===== src/hw/rtl/qact_pkg.sv =====
// Shared types and constants for the int8 quantized activation block.
// Used by every module under hw/rtl; no dependencies of its own.
`default_nettype none
package qact_pkg;

   localparam int MAG_W  = 40;   // dequantized magnitude, Q24
   localparam int U_W    = 29;   // exponent argument, Q24 (read as Q30)
   localparam int T_W    = 31;   // exponential terms, Q30, up to 1.0
   localparam int DEN_W  = 32;   // 1.0 + e in Q30, up to 2.0
   localparam int QUO_W  = 25;   // divider quotient, Q24, up to 1.0
   localparam int NUM_W  = 55;   // divider dividend
   localparam int INV_W  = 32;
   localparam int IDX_W  = 3;

   localparam logic [1:0] MODE_RELU  = 2'd0;
   localparam logic [1:0] MODE_RELU6 = 2'd1;
   localparam logic [1:0] MODE_TANH  = 2'd2;
   localparam logic [1:0] MODE_SIGM  = 2'd3;

   localparam logic [IDX_W-1:0] REG_MODE    = 3'd0;
   localparam logic [IDX_W-1:0] REG_IN_ZP   = 3'd1;
   localparam logic [IDX_W-1:0] REG_IN_SCL  = 3'd2;
   localparam logic [IDX_W-1:0] REG_OUT_ZP  = 3'd3;
   localparam logic [IDX_W-1:0] REG_OUT_INV = 3'd4;

   localparam logic [T_W-1:0]   ONE_Q30     = 31'h4000_0000;
   localparam logic [MAG_W-1:0] SIX_Q24     = 40'd6 << 24;
   localparam logic [MAG_W-1:0] TANH_CLAMP  = 40'd12 << 24;
   localparam logic [MAG_W-1:0] SIGM_CLAMP  = 40'd24 << 24;
   localparam logic [QUO_W-1:0] ONE_Q24     = 25'h100_0000;

   // reciprocal constants: floor(x/3) = (x*RCP3) >> 31, floor(x/5) = (x*RCP5) >> 33
   localparam logic [29:0] RCP3 = 30'd715827883;
   localparam logic [30:0] RCP5 = 31'd1717986919;

   // sideband that travels with each request
   typedef struct packed {
      logic [1:0]       mode;
      logic             neg;
      logic [MAG_W-1:0] lin;
   } side_type;

endpackage
`default_nettype wire


===== src/hw/rtl/qact_requant.sv =====
// Requantization: multiply by the reciprocal output scale, round, offset, saturate.
// Holds the output register of the block. Depends on qact_pkg.
`default_nettype none
module qact_requant (
   input  wire logic                         clock,
   input  wire logic                         reset,
   input  wire logic                         en,
   input  wire logic                         in_valid,
   input  wire logic                         in_neg,
   input  wire logic [qact_pkg::MAG_W-1:0]   in_mag,
   input  wire logic [qact_pkg::INV_W-1:0]   inv_scale,
   input  wire logic signed [7:0]            out_offset,
   output logic                              out_valid,
   output logic signed [7:0]                 out_sample
);

   logic        m_v_ff;
   logic        m_neg_ff;
   logic [47:0] m_hp_ff;
   logic [55:0] m_lp_ff;
   logic        r_v_ff;
   logic        r_neg_ff;
   logic [7:0]  r_q_ff;
   logic        o_v_ff;
   logic signed [7:0] o_sample_ff;

   logic [48:0]       hi;
   logic [48:0]       rnd;
   logic [7:0]        q_in;
   logic signed [9:0] signed_q;
   logic signed [9:0] sum;
   logic signed [7:0] sat_in;

   assign hi   = 49'(m_hp_ff) + 49'(m_lp_ff[55:24]);
   assign rnd  = hi + 49'(16'h8000);
   assign q_in = (rnd[48:16] > 33'd255) ? 8'd255 : rnd[23:16];

   assign signed_q = r_neg_ff ? -$signed({2'b00, r_q_ff}) : $signed({2'b00, r_q_ff});
   assign sum      = signed_q + 10'(out_offset);

   always_comb begin
      if (sum > 10'sd127) begin
         sat_in = 8'sd127;
      end else if (sum < -10'sd128) begin
         sat_in = -8'sd128;
      end else begin
         sat_in = sum[7:0];
      end
   end

   always_ff @(posedge clock) begin
      if (reset) begin
         m_v_ff <= 1'b0;
         r_v_ff <= 1'b0;
         o_v_ff <= 1'b0;
      end else if (en) begin
         m_v_ff <= in_valid;
         r_v_ff <= m_v_ff;
         o_v_ff <= r_v_ff;
      end
   end

   always_ff @(posedge clock) begin
      if (en) begin
         m_neg_ff    <= in_neg;
         m_hp_ff     <= 48'(in_mag[39:24]) * 48'(inv_scale);
         m_lp_ff     <= 56'(in_mag[23:0]) * 56'(inv_scale);
         r_neg_ff    <= m_neg_ff;
         r_q_ff      <= q_in;
         o_sample_ff <= sat_in;
      end
   end

   assign out_valid  = o_v_ff;
   assign out_sample = o_sample_ff;

endmodule
`default_nettype wire


===== config.mk =====
export PLATFORM = sky130hd
export DESIGN_NAME = qact_requant
export DESIGN_NICKNAME = d
export VERILOG_FILES = /design/src/hw/rtl/qact_pkg.sv /design/src/hw/rtl/qact_requant.sv
export SDC_FILE = /design/constraint.sdc
export NUM_CORES = 2
export LEC_CHECK = 0
export BUFFER_PORTS_ARGS = -buffer_cell sky130_fd_sc_hd__buf_2
export CORE_ASPECT_RATIO = 2
export CORE_MARGIN = 4
export CORE_UTILIZATION = 60
export DETAILED_ROUTE_END_ITERATION = 8
export GPL_TIMING_DRIVEN = 1
export HOLD_SLACK_MARGIN = 0.03
export PLACE_DENSITY = 0.77
export REMOVE_ABC_BUFFERS = 1
export SYNTH_ARGS = -nofsm -noshare
export SYNTH_HDL_FRONTEND = slang
export SYNTH_SLANG_ARGS = --single-unit

===== constraint.sdc =====
create_clock -name clock -period 10.35 [get_ports clock]
set_clock_uncertainty 0.05 [all_clocks]
set_input_delay 1.5525 -clock clock [delete_from_list [all_inputs] [get_ports clock]]
set_output_delay 1.5525 -clock clock [all_outputs]
set_load 0.01 [all_outputs]

==> run_results.csv <==
group,metric,value,unit
cells_and_area,n_antenna_cell,0,
floorplan,start_util,60.7,%
cells_and_area,stdcell_area,0.0474,mm2
cells_and_area,layout.nets,6502,
cells_and_area,drive_above_1_share,3.62,%
synth,synthMuxAreaShare,0.293,%
synth,ys_types,84,
place,place_congestion,0.958,
cells_and_area,layout_commonest_cell,"inv_1",
global_routing,grt.overflow.total,0,
place,placed_cells,5975,
synth,synth_edf_count,98,
place,dp_hpwl,103,mm
timing,finalHoldViolations,0,
timing,drv_slew,0,
routing,antenna_left,0,
critical_path,r2r_start,"m_lp_ff[42]",
clocking,clock-sinks,101,
floorplan,io_pins,94,
routing,post-route-drc-count,0,
synth,synth_area,0.0461,mm2
cells_and_area,register_area,0.00300,mm2
place,place_area,0.0471,mm2
routing,vias,35100,
synth,ys_ff_latch,101,
synth,yosys.area.top_type,"fa_1",
critical_path,cp_slowest_cell,"buf_2",
cells_and_area,fill_cells,6391,
global_routing,antenna_found_initial,4,
timing,worstMarginPinSlew,1.15,ns
critical_path,start_kind,"input port",
floorplan,die_area,0.0817,mm2
clocking,cts_tree,"built",
timing,finalSetupViolations,0,
clocking,postCtsSetupBuffers,0,
timing,rsz0062_at_grt,"false",
clocking,cts_resized,0,
global_routing,grtUsageTotal,32.0,%
critical_path,cp_common_cell,"fa_1",
routing,drt-total-wl,126,mm
routing,wire_per_inst,21.1,um
critical_path,startpoint,"inv_scale[10]",
clocking,cts.path.max_buffers,2,
critical_path,r2r_cells,11,
place,portBuffers,93,
cells_and_area,areaGrowthSynthToFinish,2.86,%
timing,fmax,111,MHz
cells_and_area,multiInputGateArea,0.0378,mm2
timing,min_period,8.99,ns
clocking,clockRootBuffer,"clkbuf_16",
synth,netlist.area_leader.share,46.7,%
flow_run,maxCapViolCount,0,
critical_path,worstPathArrival,9.11,ns
routing,firstDrtPassIters,7,
synth,synth_compound_area_share,5.62,%
clocking,cts_max_level,3,
clocking,clk_latency,0.37,ns
routing,drt_iter0_drc,2040,
clocking,path_clk_slew,0.07,ns
synth,ys_seq_area_share,6.51,%
floorplan,die_y,400,um
critical_path,worstSetupPathType,"in -> reg",
outcome,outcome,"finished, final reports clean",
synth,synthArstFlopShare,0,%
routing,viasPerCell,5.86,
synth,syn_avg_cell_area,9.05,um2
critical_path,worstPathMaxFanout,40,
synth,ys.flop_type,"edfxtp_1",
floorplan,die-width,204,um
synth,synth.area.top_cells,"fa_1 47%, ha_1 10%, inv_1 9.3%, and2_1 7.8%, nand2_1 6.4%",
critical_path,cp.required,10.46,ns
clocking,ctsHoldBuffers,0,
worst_hold_path,min_from,"m_neg_ff",
critical_path,end_kind,"flip-flop",
synth,postSynthCellCount,5098,
synth,synthAdderAreaFrac,56.7,%
critical_path,worstPathCellList,"buf_2 -> nand2_1 -> fa_1 -> fa_1 -> inv_1 -> fa_1 -> inv_1 -> fa_1 -> inv_1 -> fa_1 -> fa_1 -> fa_1 -> ha_1 -> nand4_1 -> a2111oi_0 -> o211ai_1 -> o211ai_1 -> a21oi_1 -> o21ai_1 -> a31oi_1 -> nand2b_1 -> a221oi_1",
timing,min_period_over_period,86.9,%
cells_and_area,mostFrequentLayoutCells,"1140 x inv_1, 1076 x fa_1, 788 x nand2_1, 572 x and2_1, 370 x ha_1",
floorplan,core,0.0760,mm2
clocking,cts_buffers,9,
synth,synth_top_family_by_area,"adder cells",
synth,yosys.area_share.simple,17.5,%
cells_and_area,fin_cells,5991,
worst_hold_path,hold_path_class,"reg -> reg",
critical_path,slowest_delay,0.82,ns
timing,fin_tns_setup,0,ns
floorplan,placementRows,143,
synth,ys_warn_count,0,
synth,synth_xor_area_share,1.78,%
critical_path,rr_endpoint,"r_q_ff[3]",
timing,worst_slew_margin_rel,23.7,%
global_routing,grt_pass1_wl,202,mm
global_routing,grt_max_degree,59,
critical_path,cp-endpoint,"m_lp_ff[40]",
critical_path,regToRegSetupSlack,6.11,ns
global_routing,first_global_vias,39600,
timing,holdWs,0.371,ns
## layer usage
layer | part of all wire (%) | GRT usage [%]
met5 | 0.010 | 0
met4 | 12 | 29.1
met3 | 5.4 | 3.27
met2 | 53 | 58.5
met1 | 30 | 31.3
## synthesized netlist by cell type (19+ instances only)
cell,instances
nor3_1,37
nand4_1,46
nor2_1,71
xor2_1,32
inv_1,1140
o211ai_1,19
nand3_1,31
nand2_1,788
and2_1,572
edfxtp_1,98
a21oi_1,126
ha_1,370
clkbuf_1,259
o21ai_0,67
fa_1,1076
xnor2_1,62
a21o_1,33
## worst max-delay path: cells and delay by family
family / cells / cell delay [ns]
compound gates: 7 / 2.07
fa+ha+maj: 8 / 3.89
buf+inv: 4 / 1.00
simple gates: 3 / 0.52
## state kept, by name, summed over array words and instances, names as in the netlist
signal / cells
m_hp_ff: 48
m_lp_ff: 32
m_neg_ff: 1
m_v_ff: 1
out_sample: 8
out_valid: 1
r_neg_ff: 1
r_q_ff: 8
r_v_ff: 1
## cell families (layout without fill, tap and decap cells)
logic type / count (synthesis) / count (layout)
and+or+nand+nor: 1638 / 1638
adders and majority gates: 1446 / 1446
buffers and inverters: 1413 / 1291
AOI/OAI and AO/OA: 393 / 393
DFF: 101 / 101
xor gates and xnor gates: 94 / 94
muxes: 13 / 13
## through the flow
step | setup WS (ns) | util, %
after global placement | 1.24 | 62.0
after detailed placement | 1.09 | 62.0
after global routing | 0.965 | 62.4
final | 1.36 | 62.4
after floorplan | 2.59 | -
after CTS | 1.50 | 62.4
## cell type report
type                    instances  area share, %
repair buffers                132           1.63
well taps                    1015           2.68
clock buffers                  10          0.483
inverters                    1143           9.04
clock inverters                 6          0.148
multi-input cells            3584           79.7
flip-flops and latches        101           6.33
## worst min-delay path by stage
stage / to / depth (start not counted)
finish: r_neg_ff / 0
global route: r_neg_ff / 0
CTS: r_neg_ff / 0
detailed placement: r_neg_ff / 0
global placement: r_neg_ff / 0
floorplan: r_neg_ff / 0
Power is not shown: default switching activity piles up to over one toggle a cycle in this logic, so the estimate is an artifact.
