--- src/hw/rtl/qact_pkg.sv ---
// Shared types and constants for the int8 quantized activation block.
// Used by every module under hw/rtl; no dependencies of its own.
`default_nettype none
package qact_pkg;

   localparam int MAG_W  = 40;   // dequantized magnitude, Q24
   localparam int U_W    = 29;   // exponent argument, Q24 (read as Q30)
   localparam int T_W    = 31;   // exponential terms, Q30, up to 1.0
   localparam int DEN_W  = 32;   // 1.0 + e in Q30, up to 2.0
   localparam int QUO_W  = 25;   // divider quotient, Q24, up to 1.0
   localparam int NUM_W  = 55;   // divider dividend
   localparam int INV_W  = 32;
   localparam int IDX_W  = 3;

   localparam logic [1:0] MODE_RELU  = 2'd0;
   localparam logic [1:0] MODE_RELU6 = 2'd1;
   localparam logic [1:0] MODE_TANH  = 2'd2;
   localparam logic [1:0] MODE_SIGM  = 2'd3;

   localparam logic [IDX_W-1:0] REG_MODE    = 3'd0;
   localparam logic [IDX_W-1:0] REG_IN_ZP   = 3'd1;
   localparam logic [IDX_W-1:0] REG_IN_SCL  = 3'd2;
   localparam logic [IDX_W-1:0] REG_OUT_ZP  = 3'd3;
   localparam logic [IDX_W-1:0] REG_OUT_INV = 3'd4;

   localparam logic [T_W-1:0]   ONE_Q30     = 31'h4000_0000;
   localparam logic [MAG_W-1:0] SIX_Q24     = 40'd6 << 24;
   localparam logic [MAG_W-1:0] TANH_CLAMP  = 40'd12 << 24;
   localparam logic [MAG_W-1:0] SIGM_CLAMP  = 40'd24 << 24;
   localparam logic [QUO_W-1:0] ONE_Q24     = 25'h100_0000;

   // reciprocal constants: floor(x/3) = (x*RCP3) >> 31, floor(x/5) = (x*RCP5) >> 33
   localparam logic [29:0] RCP3 = 30'd715827883;
   localparam logic [30:0] RCP5 = 31'd1717986919;

   // sideband that travels with each request
   typedef struct packed {
      logic [1:0]       mode;
      logic             neg;
      logic [MAG_W-1:0] lin;
   } side_type;

endpackage
`default_nettype wire

--- src/hw/rtl/qact_div.sv ---
// Restoring divider, one quotient bit per pipeline stage.
// Depends on qact_pkg.
`default_nettype none
module qact_div (
   input  wire logic                         clock,
   input  wire logic                         reset,
   input  wire logic                         en,
   input  wire logic                         in_valid,
   input  wire qact_pkg::side_type           in_side,
   input  wire logic [qact_pkg::DEN_W-1:0]   in_rem,
   input  wire logic [qact_pkg::QUO_W-1:0]   in_low,
   input  wire logic [qact_pkg::DEN_W-1:0]   in_den,
   output logic                              out_valid,
   output qact_pkg::side_type                out_side,
   output logic [qact_pkg::QUO_W-1:0]        out_quo
);

   localparam int DEN_W = qact_pkg::DEN_W;
   localparam int QUO_W = qact_pkg::QUO_W;

   logic                v_ff    [0:QUO_W-1];
   qact_pkg::side_type  side_ff [0:QUO_W-1];
   logic [DEN_W-1:0]    rem_ff  [0:QUO_W-1];
   logic [QUO_W-1:0]    low_ff  [0:QUO_W-1];
   logic [DEN_W-1:0]    den_ff  [0:QUO_W-1];
   logic [QUO_W-1:0]    quo_ff  [0:QUO_W-1];

   genvar i;
   generate
      for (i = 0; i < QUO_W; i++) begin : g_bit
         logic               v_src;
         qact_pkg::side_type side_src;
         logic [DEN_W-1:0]   rem_src;
         logic [QUO_W-1:0]   low_src;
         logic [DEN_W-1:0]   den_src;
         logic [QUO_W-1:0]   quo_src;
         logic [DEN_W:0]     trial;
         logic [DEN_W:0]     diff;
         logic               fits;

         if (i == 0) begin : g_first
            assign v_src    = in_valid;
            assign side_src = in_side;
            assign rem_src  = in_rem;
            assign low_src  = in_low;
            assign den_src  = in_den;
            assign quo_src  = '0;
         end else begin : g_next
            assign v_src    = v_ff[i-1];
            assign side_src = side_ff[i-1];
            assign rem_src  = rem_ff[i-1];
            assign low_src  = low_ff[i-1];
            assign den_src  = den_ff[i-1];
            assign quo_src  = quo_ff[i-1];
         end

         assign trial = {rem_src, low_src[QUO_W-1]};
         assign diff  = trial - {1'b0, den_src};
         assign fits  = trial >= {1'b0, den_src};

         always_ff @(posedge clock) begin
            if (reset) begin
               v_ff[i] <= 1'b0;
            end else if (en) begin
               v_ff[i] <= v_src;
            end
         end

         always_ff @(posedge clock) begin
            if (en) begin
               side_ff[i] <= side_src;
               rem_ff[i]  <= fits ? diff[DEN_W-1:0] : trial[DEN_W-1:0];
               low_ff[i]  <= {low_src[QUO_W-2:0], 1'b0};
               den_ff[i]  <= den_src;
               quo_ff[i]  <= {quo_src[QUO_W-2:0], fits};
            end
         end
      end
   endgenerate

   assign out_valid = v_ff[QUO_W-1];
   assign out_side  = side_ff[QUO_W-1];
   assign out_quo   = quo_ff[QUO_W-1];

endmodule
`default_nettype wire

--- config.mk ---
export PLATFORM = sky130hd
export DESIGN_NAME = qact_div
export DESIGN_NICKNAME = d
export VERILOG_FILES = /design/src/hw/rtl/qact_pkg.sv /design/src/hw/rtl/qact_div.sv
export SDC_FILE = /design/constraint.sdc
export NUM_CORES = 2
export LEC_CHECK = 0
export BUFFER_PORTS_ARGS = -buffer_cell sky130_fd_sc_hd__buf_2
export CAP_MARGIN = 15
export CORE_MARGIN = 5
export CORE_UTILIZATION = 55
export CTS_BUF_LIST = sky130_fd_sc_hd__clkbuf_4
export DETAILED_ROUTE_END_ITERATION = 12
export PLACE_DENSITY = 0.71
export SKIP_LAST_GASP = 1
export SYNTH_ARGS = -nofsm -noshare
export SYNTH_HDL_FRONTEND = slang
export SYNTH_SLANG_ARGS = --single-unit
--- constraint.sdc ---
create_clock -name clock -period 6.2 [get_ports clock]
set_clock_uncertainty 0.1 [all_clocks]
set_input_delay 1.86 -clock clock [delete_from_list [all_inputs] [get_ports clock]]
set_output_delay 1.86 -clock clock [all_outputs]
set_load 0.05 [all_outputs]
==> flow_summary.json <==
{
  "outcome": "completed",
  "finalNonFillerCells": 16100,
  "dp_hpwl_um": 243000,
  "grt_pass1_vias": 91800,
  "first_iter_violations": 5662,
  "area_growth_pct": 11.0,
  "initial_core_util_pct": 55.2,
  "ant_nets": 0,
  "slew_violations": 0,
  "crit_buf_inv": 3,
  "clkPwrFrac_pct": 21.3,
  "synthCells": 11000,
  "overflow": 0,
  "synth_seq_area_share_pct": 65.5,
  "max_freq_ghz": 0.215,
  "holdPathStages": 0,
  "die_area_sq_um": 282000,
  "post-cts-setup-buffer-count": 0,
  "path_clk_slew_ns": 0.06,
  "drtPass1Iterations": 6,
  "setup_slack_ns": 1.56,
  "rsz0062_at_grt": "no",
  "post-route-drc-count": 0,
  "hold_slack_ns": 0.253,
  "insertion_delay_ns": 1.54,
  "timing.final.crit_share_pct": 74.9,
  "numCtsBuffers": 816,
  "antenna_found_initial": 13,
  "synth_ff_type": "edfxtp_1",
  "slew_headroom_pct": 18.1,
  "netSwitchingFraction_pct": 36.0,
  "drive_above_1_share_pct": 16.4,
  "drt_wl_total_um": 333000,
  "power.share.sequential_pct": 39.2,
  "tritoncts": "done",
  "max_stage_delay_ns": 0.60,
  "crit_required_ns": 7.27,
  "synth.distinct_cells": 94,
  "cp_max_fo": 31,
  "io_pins": 205,
  "switchingPower_mw": 29.9,
  "dp_cells": 14700,
  "crit_path_top_delay_cell": "a21oi_4",
  "n_fill_cell": 20900,
  "yosys_register_bits": 3261,
  "syn_area_sq_um": 150000,
  "grt_pass1_wl_um": 513000,
  "place.gp.congestion": 0.950,
  "cp.depth": 13,
  "syn-num-nets": 12000,
  "p_leak_nw": 65.7,
  "grt_start_max_net_pins": 183,
  "root_buffer": "clkbuf_4",
  "final_util_pct": 61.3,
  "die_h_um": 531,
  "die_width_um": 531,
  "synth_warnings": 0,
  "num_vias": 90400,
  "synth-edff-count": 3261,
  "maxCapViolations": 0,
  "hp-class": "flop to flop",
  "vias_per_cell": 5.60,
  "cts_buffer_depth": 4,
  "ff2ff_path_depth": 13,
  "startpoint_type": "flop",
  "endpoint_kind": "flop",
  "hold_viol": 0,
  "crit_arrival_ns": 5.71,
  "post_cts_resized": 0,
  "grt_usage_pct": 23.0,
  "combinationalPowerShare_pct": 39.6,
  "ctsHoldBuffers": 0,
  "power.density_nw_per_um2": 501,
  "port_buffers": 204,
  "setup_tns_ns": 0,
  "intPower_mw": 53.3,
  "cp_top_family": "simple AND/OR/NAND/NOR gates",
  "avgRoutedWirePerCell_um": 20.6,
  "num_rows": 191,
  "h-tree-depth": 6,
  "multi_input_area_sq_um": 47000,
  "peakVddDrop_v": 0.000485,
  "synth_area_per_cell_sq_um": 13.6,
  "seqCellArea_sq_um": 97900,
  "post-place-ws_ns": 0.627,
  "period_minus_slack_ns": 4.64,
  "crit_type": "flop to flop",
  "core_sq_um": 271000,
  "tightest_slew_ns": 1.23,
  "worstPathCellList": "inv_1 > ha_1 > nand2_1 > nor2_1 > nand3_1 > nor4_1 > buf_4 > a31oi_1 > o21ai_0 > a2111oi_0 > a21oi_4 > buf_12 > mux2_2",
  "clock_sinks": 3261,
  "fin_nets": 12900,
  "async_reset_ff_share_pct": 0,
  "finalSetupViolCount": 0
}
[cell usage after synthesis (202+ instances only)]
cell type  instances  area, sq um
ha_1             800        10000
xnor2_1          373         3270
a21o_1           388         2910
clkbuf_1         202          758
mux2_2           355         4000
xor2_1           261         2290
edfxtp_1        3261        97900
nand2_1          567         2130
o21ai_0          550         2750
inv_1            996         3740
nor2_1           548         2060
a21oi_1          840         4200
[final cells by class]
type | instances | share of cell area [%]
diodes | 23 | 0.0347
clock inverters | 306 | 1.07
well taps | 3570 | 2.69
flip-flops and latches | 3261 | 59.0
repair buffers | 327 | 1.38
clock buffers | 1158 | 5.24
multi-input cells | 6496 | 28.3
inverters | 998 | 2.26
[metal layers]
metal	GRT usage (%)	wire, um
met5	0	34
met3	3.65	14300
met2	40.7	170000
met4	11.8	17400
met1	27.2	131000
[final timing paths]
path,start,endpoint,slack [ns]
setup / recovery,den_ff[1][181],rem_ff[3][72],1.56
hold / removal,side_ff[13][20],side_ff[14][20],0.25
setup reg to reg,den_ff[1][181],rem_ff[3][72],1.56
hold reg to reg,side_ff[13][20],side_ff[14][20],0.25
[cell families (layout without fill, tap and decap cells)]
family | after synthesis | after routing | share of synthesized area [%]
XOR/XNOR | 634 | 634 | 3.71
adder cells (fa/ha/maj) | 824 | 824 | 7.01
AO/OA/AOI/OAI | 2578 | 2578 | 10.8
buffers and inverters | 1250 | 2789 | 3.21
flip-flops | 3261 | 3261 | 65.5
AND/OR/NAND/NOR | 2043 | 2043 | 6.55
other | 0 | 23 | 0
multiplexers | 417 | 417 | 3.18
[through the flow]
step	power (mW)	area, sq um
6_report	83.2	166000
5_1_grt	88.7	166000
4_1_cts	83.9	166000
3_5_place_dp	65.6	155000
3_3_place_gp	65.0	155000
2_1_floorplan	56.1	150000
[power groups by stage]
stage | Clock [mW] | Sequential (mW) | Combinational [mW]
CTS | 18.4 | 32.6 | 32.8
floorplan | 0 | 31.8 | 24.3
detailed placement | 0 | 33.0 | 32.6
global route | 19.7 | 32.9 | 36.1
global placement | 0 | 33.0 | 32.1
finish | 17.7 | 32.6 | 32.9
[placed cells by master, fill, tap and decap left out, types with 72 or more instances in the layout]
cell type / n
mux2_2: 355
a21o_1: 388
edfxtp_1: 3261
nand4_1: 134
o21bai_1: 89
inv_1: 996
nor2_1: 548
nand3_1: 158
o21ai_0: 550
xnor2_1: 373
nand2b_1: 103
ha_1: 800
nor3_1: 120
a21oi_1: 834
nand2_1: 567
o21a_1: 115
buf_4: 95
buf_2: 203
a31oi_1: 85
xor2_1: 261
clkinv_1: 213
clkbuf_4: 1158
nor2b_1: 125
a211oi_1: 72
[registers in the layout (all words and copies together), names as in the netlist]
signal / count
side_ff: 1075
den_ff: 768
rem_ff: 768
quo_ff: 325
low_ff: 300
v_ff: 25
Power figures use the tool's default switching activity.
